### src/rtl/core/pis_pkg.sv
// Package for the particle integrator: shared types, codes and constants.
// No dependencies.
`timescale 1ns / 1ps
`default_nettype none
package pis_pkg;

  localparam int FRAC_BITS_DEF = 16;
  localparam int DW            = 32;
  localparam int CW            = 31;

  typedef enum logic [2:0] {
    MODE_EULER = 3'd0,
    MODE_VERLET = 3'd1,
    MODE_RK1 = 3'd2,
    MODE_RK2 = 3'd3,
    MODE_RK3 = 3'd4,
    MODE_RK4 = 3'd5,
    MODE_SPEED = 3'd6,
    MODE_LOAD = 3'd7
  } mode_t;

  typedef enum logic [1:0] {
    CFG_TIME_STEP = 2'd0,
    CFG_INV_TIME_STEP = 2'd1,
    CFG_INV_MASS = 2'd2
  } cfg_idx_t;

  typedef enum logic [1:0] {
    ST_IDLE,
    ST_SCALAR,
    ST_AXIS,
    ST_DONE
  } state_t;

  // Controller to datapath commands
  typedef struct packed {
    logic       load;      // capture input item
    logic       scalar;    // form scalar factors (one step)
    logic       axis;      // run one axis step
    logic [1:0] axis_idx;
    logic       finish;    // close item, update flag
  } pis_cmd_t;

  // Datapath to controller status
  typedef struct packed {
    logic       scalar_done;
    logic       axis_done;
  } pis_sts_t;

  // Saturate a 66-bit signed value to 32 bits
  function automatic logic signed [DW-1:0] sat66(input logic signed [65:0] v);
    logic signed [65:0] mx;
    logic signed [65:0] mn;
    mx = 66'sd2147483647;
    mn = -66'sd2147483648;
    if (v > mx) sat66 = 32'sh7fffffff;
    else if (v < mn) sat66 = 32'sh80000000;
    else sat66 = v[DW-1:0];
  endfunction

endpackage
`default_nettype wire

### src/rtl/core/pis_ctrl.sv
// Controller state machine for the particle integrator.
// Depends on pis_pkg.
`timescale 1ns / 1ps
`default_nettype none
module pis_ctrl
  import pis_pkg::*;
(
  input  wire logic     clk,
  input  wire logic     rst_n,
  input  wire logic     in_tvalid,
  output logic          in_tready,
  input  wire logic     out_busy,
  input  wire pis_sts_t sts,
  output pis_cmd_t      cmd,
  output logic          out_push
);

  state_t     state_r, state_nxt;
  logic [1:0] axis_r, axis_nxt;

  // State register
  always_ff @(posedge clk) begin
    if (!rst_n) begin
      state_r <= ST_IDLE;
      axis_r  <= 2'd0;
    end else begin
      state_r <= state_nxt;
      axis_r  <= axis_nxt;
    end
  end

  // Next state and commands
  always_comb begin
    state_nxt = state_r;
    axis_nxt  = axis_r;
    cmd       = '0;
    cmd.axis_idx = axis_r;
    in_tready = 1'b0;
    out_push  = 1'b0;
    case (state_r)
      ST_IDLE: begin
        in_tready = 1'b1;
        if (in_tvalid) begin
          cmd.load  = 1'b1;
          state_nxt = ST_SCALAR;
          axis_nxt  = 2'd0;
        end
      end
      ST_SCALAR: begin
        cmd.scalar = 1'b1;
        if (sts.scalar_done) state_nxt = ST_AXIS;
      end
      ST_AXIS: begin
        cmd.axis = 1'b1;
        if (sts.axis_done) begin
          if (axis_r == 2'd2) state_nxt = ST_DONE;
          else axis_nxt = axis_r + 2'd1;
        end
      end
      ST_DONE: begin
        if (!out_busy) begin
          cmd.finish = 1'b1;
          out_push   = 1'b1;
          state_nxt  = ST_IDLE;
        end
      end
      default: state_nxt = ST_IDLE;
    endcase
  end

`ifndef SYNTHESIS
  a_ready_idle: assert property (@(posedge clk) disable iff (!rst_n)
    in_tready |-> state_r == ST_IDLE) else $error("ready outside idle");
  a_push_done: assert property (@(posedge clk) disable iff (!rst_n)
    out_push |-> !out_busy) else $error("push into full output");
  a_axis_range: assert property (@(posedge clk) disable iff (!rst_n)
    axis_r != 2'd3) else $error("axis index out of range");
`endif

endmodule
`default_nettype wire

### config.mk
export PLATFORM = sky130hd
export DESIGN_NAME = pis_ctrl
export DESIGN_NICKNAME = d
export VERILOG_FILES = /design/src/rtl/core/pis_pkg.sv /design/src/rtl/core/pis_ctrl.sv
export SDC_FILE = /design/constraint.sdc
export NUM_CORES = 1
export LEC_CHECK = 0
export ABC_AREA = 1
export ABC_CLOCK_PERIOD_IN_PS = 1600
export BUFFER_PORTS_ARGS = -buffer_cell sky130_fd_sc_hd__buf_2
export CAP_MARGIN = 10
export CORE_AREA = 3 3 40 42
export DETAILED_ROUTE_END_ITERATION = 8
export DIE_AREA = 0 0 43 45
export SETUP_SLACK_MARGIN = 0.1
export SLEW_MARGIN = 40
export SYNTH_ARGS = -nofsm -noshare
export SYNTH_HDL_FRONTEND = slang
export SYNTH_SLANG_ARGS = --single-unit
### constraint.sdc
create_clock -name clk -period 1.6 [get_ports clk]
set_input_delay 0.4 -clock clk [delete_from_list [all_inputs] [get_ports clk]]
set_output_delay 0.4 -clock clk [all_outputs]
set_load 0.01 [all_outputs]
==> out/metrics.csv <==
metric,value,unit
synth_cell_types,10,
synth_top_family_by_area,simple AND/OR/NAND/NOR gates,
syn_nets,70,
antennaDiodeCount,0,
synth-edff-count,0,
maxSlewHeadroom,87.07,%
synth_compound_area_share,1.434,%
yosys.area_share.simple,37.99,%
stdcell_count,89,
cp_max_fo,4,
htreeDepth,1,
drtIter0Drc,2,
rows,13,
rr_startpoint,state_r[1]$_SDFFE_PN0P_,
cts_buffers,3,
synth_warnings,0,
antenna_found_initial,0,
synth.area.top_cells,"dfxtp_1, ha_1, nand2_1",
min_path_cells,3,
grt_max_degree,7,
portBuffers,13,
avgSynthCellArea,6.019,um2
hpwlAfterDp,582.1,um
drv_slew,0,
path_class,flop to primary output,
yosys.cell_count.top_type,nand2_1,
cts_root_buf,clkbuf_4,
synth_top_area_share,22.94,%
post-place-cells,85,
reg2reg_to,state_r[0]$_SDFFE_PN0P_,
die_area,1935,um2
leakagePower,0.0002871,uW
die_w,43,um
fmax,0.6920,GHz
ff2ff_path_depth,8,
yosys.area.top_type,dfxtp_1,
routedWlPerCell,7.764,um
grt_first_pass_wirelength,1193,um
finalHoldViolCount,0,
vias,365,
stdcell_area,493.0,um2
ant_nets,0,
path_clk_slew,30,ps
final.setup_skew,1.905,ps
p_per_area,1653,nW/um2
maxCapViolCount,0,
final_nets,88,
postPlaceCellArea,425.4,um2
first_global_vias,319,
synth_xor_area_share,0,%
async_reset_ff_share,0,%
grt_overflow_total,0,
final_layout_size_suffix_gt1_share,35.14,%
cts_sinks,4,
clkLatencyLatePin,230,ps
start_util,27.17,%
first_pass_iters,2,
synthAdderAreaFrac,21.51,%
remaining_drc_errors,0,
muxShareOfSynthArea,0,%
setup_viol,0,
worst_ep_arrival_time,1050,ps
place.gp.congestion,0.6968,
holdBufCountCts,0,
wl,691,um
finalCritPeriodShare,90.32,%
min_from,rst_n,
fin_tns_setup,0,ps
outcome,completed,
place_ws,227.4,ps
synthFlopType,dfxtp_1,
yosysSeqAreaShare,22.94,%
cts_tree,done,
area_growth_syn_to_layout,41.22,%
die_height,45,um
ir_drop,0.0004911,V
reg2reg_slack,350,ps
clock_path_buffers,2,
tightest_slew,194.0,ps
cp_data_required_time,1200,ps
hp-class,input port to flop,
via_per_inst,4.101,
end_kind,primary output,
syn_inst,58,
startpoint_type,flop,
worst_slack,154.9,ps
hold_end,state_r[1]$_SDFFE_PN0P_,
syn_area,349.1,um2
rsz0062_at_grt,yes,
synth_common_cells,"nand2_1, inv_1, nor2_1, ha_1, nand3_1",
grtUsageTotal,8.326,%
finalCriticalPeriod,1445,ps
ys_ff_latch,4,
pin_count,14,
finalPower,815.1,uW
core,1285,um2
[cells in the final DEF (no fill, tap or decap)]
cell      instances
a21oi_1           1
buf_2            13
buf_4             1
clkbuf_4          3
dfxtp_1           2
dfxtp_4           2
ha_1              3
ha_2              1
ha_4              2
inv_1            10
inv_2             3
nand2_1          15
nand3_1           5
nor2_1           11
nor2_2            1
or2_0             1
[cell type report]
class / count / area, um2
clock buffer: 3 / 22.52
fill: 146 / 792.0
inverter: 13 / 48.80
multi-input combinational: 40 / 242.7
sequential: 4 / 87.58
tap: 15 / 18.77
timing repair buffer: 14 / 72.57
[routing by layer]
metal	share of wire [%]	track usage, %
met3	5.9	3.586
met1	45	10.12
met2	49	11.98
met5	0	0
met4	0	5.422
[state kept, by name, summed over array words and instances (netlist names)]
register and flops:
state_r 2, axis_r 2
[kinds of logic (layout without fill, tap and decap cells)]
| group | Yosys count | count (layout) |
|---|---|---|
| adder cells (fa/ha/maj) | 6 | 6 |
| buffers and inverters | 14 | 30 |
| flip-flops | 4 | 4 |
| AND/OR/NAND/NOR | 33 | 33 |
| AO/OA/AOI/OAI | 1 | 1 |
[through the flow]
step           hold WS [ps]  util (%)
2_1_floorplan         497.3         -
3_3_place_gp          486.0     33.11
3_5_place_dp          492.1     33.11
4_1_cts               424.8     35.05
5_1_grt               429.9     38.36
6_report              427.1     38.36
[critical path: stages (launching register included)]
cell	delay [ps]
dfxtp_4	340
inv_2	110
ha_4	160
nand2_1	50
inv_1	40
buf_2	110
[where the power goes]
| group | switching (uW) | internal [uW] | leakage [uW] |
|---|---|---|---|
| clock | 36.8 | 83.6 | 0.0000138 |
| sequential | 30.6 | 147 | 0.0000343 |
| combinational | 296 | 221 | 0.000239 |
| total | 363 | 452 | 0.000287 |
[worst max-delay path by stage]
stage,to,slack (ps),cells after the start,from
2_1_floorplan,cmd[0],290,4,state_r[0]$_SDFFE_PN0P_
3_3_place_gp,state_r[0]$_SDFFE_PN0P_,250,8,state_r[0]$_SDFFE_PN0P_
3_5_place_dp,state_r[0]$_SDFFE_PN0P_,230,8,state_r[0]$_SDFFE_PN0P_
4_1_cts,cmd[3],60,3,state_r[0]$_SDFFE_PN0P_
5_1_grt,cmd[5],100,5,state_r[0]$_SDFFE_PN0P_
6_report,cmd[5],150,5,state_r[0]$_SDFFE_PN0P_
[what timing repair did]
action                                  CTS  global route
gates resized for setup                   1            11
pin swaps                                 0             1
endpoints found under the setup margin    2             8
buffers inserted                          0             1
Power figures use the tool's default switching activity.
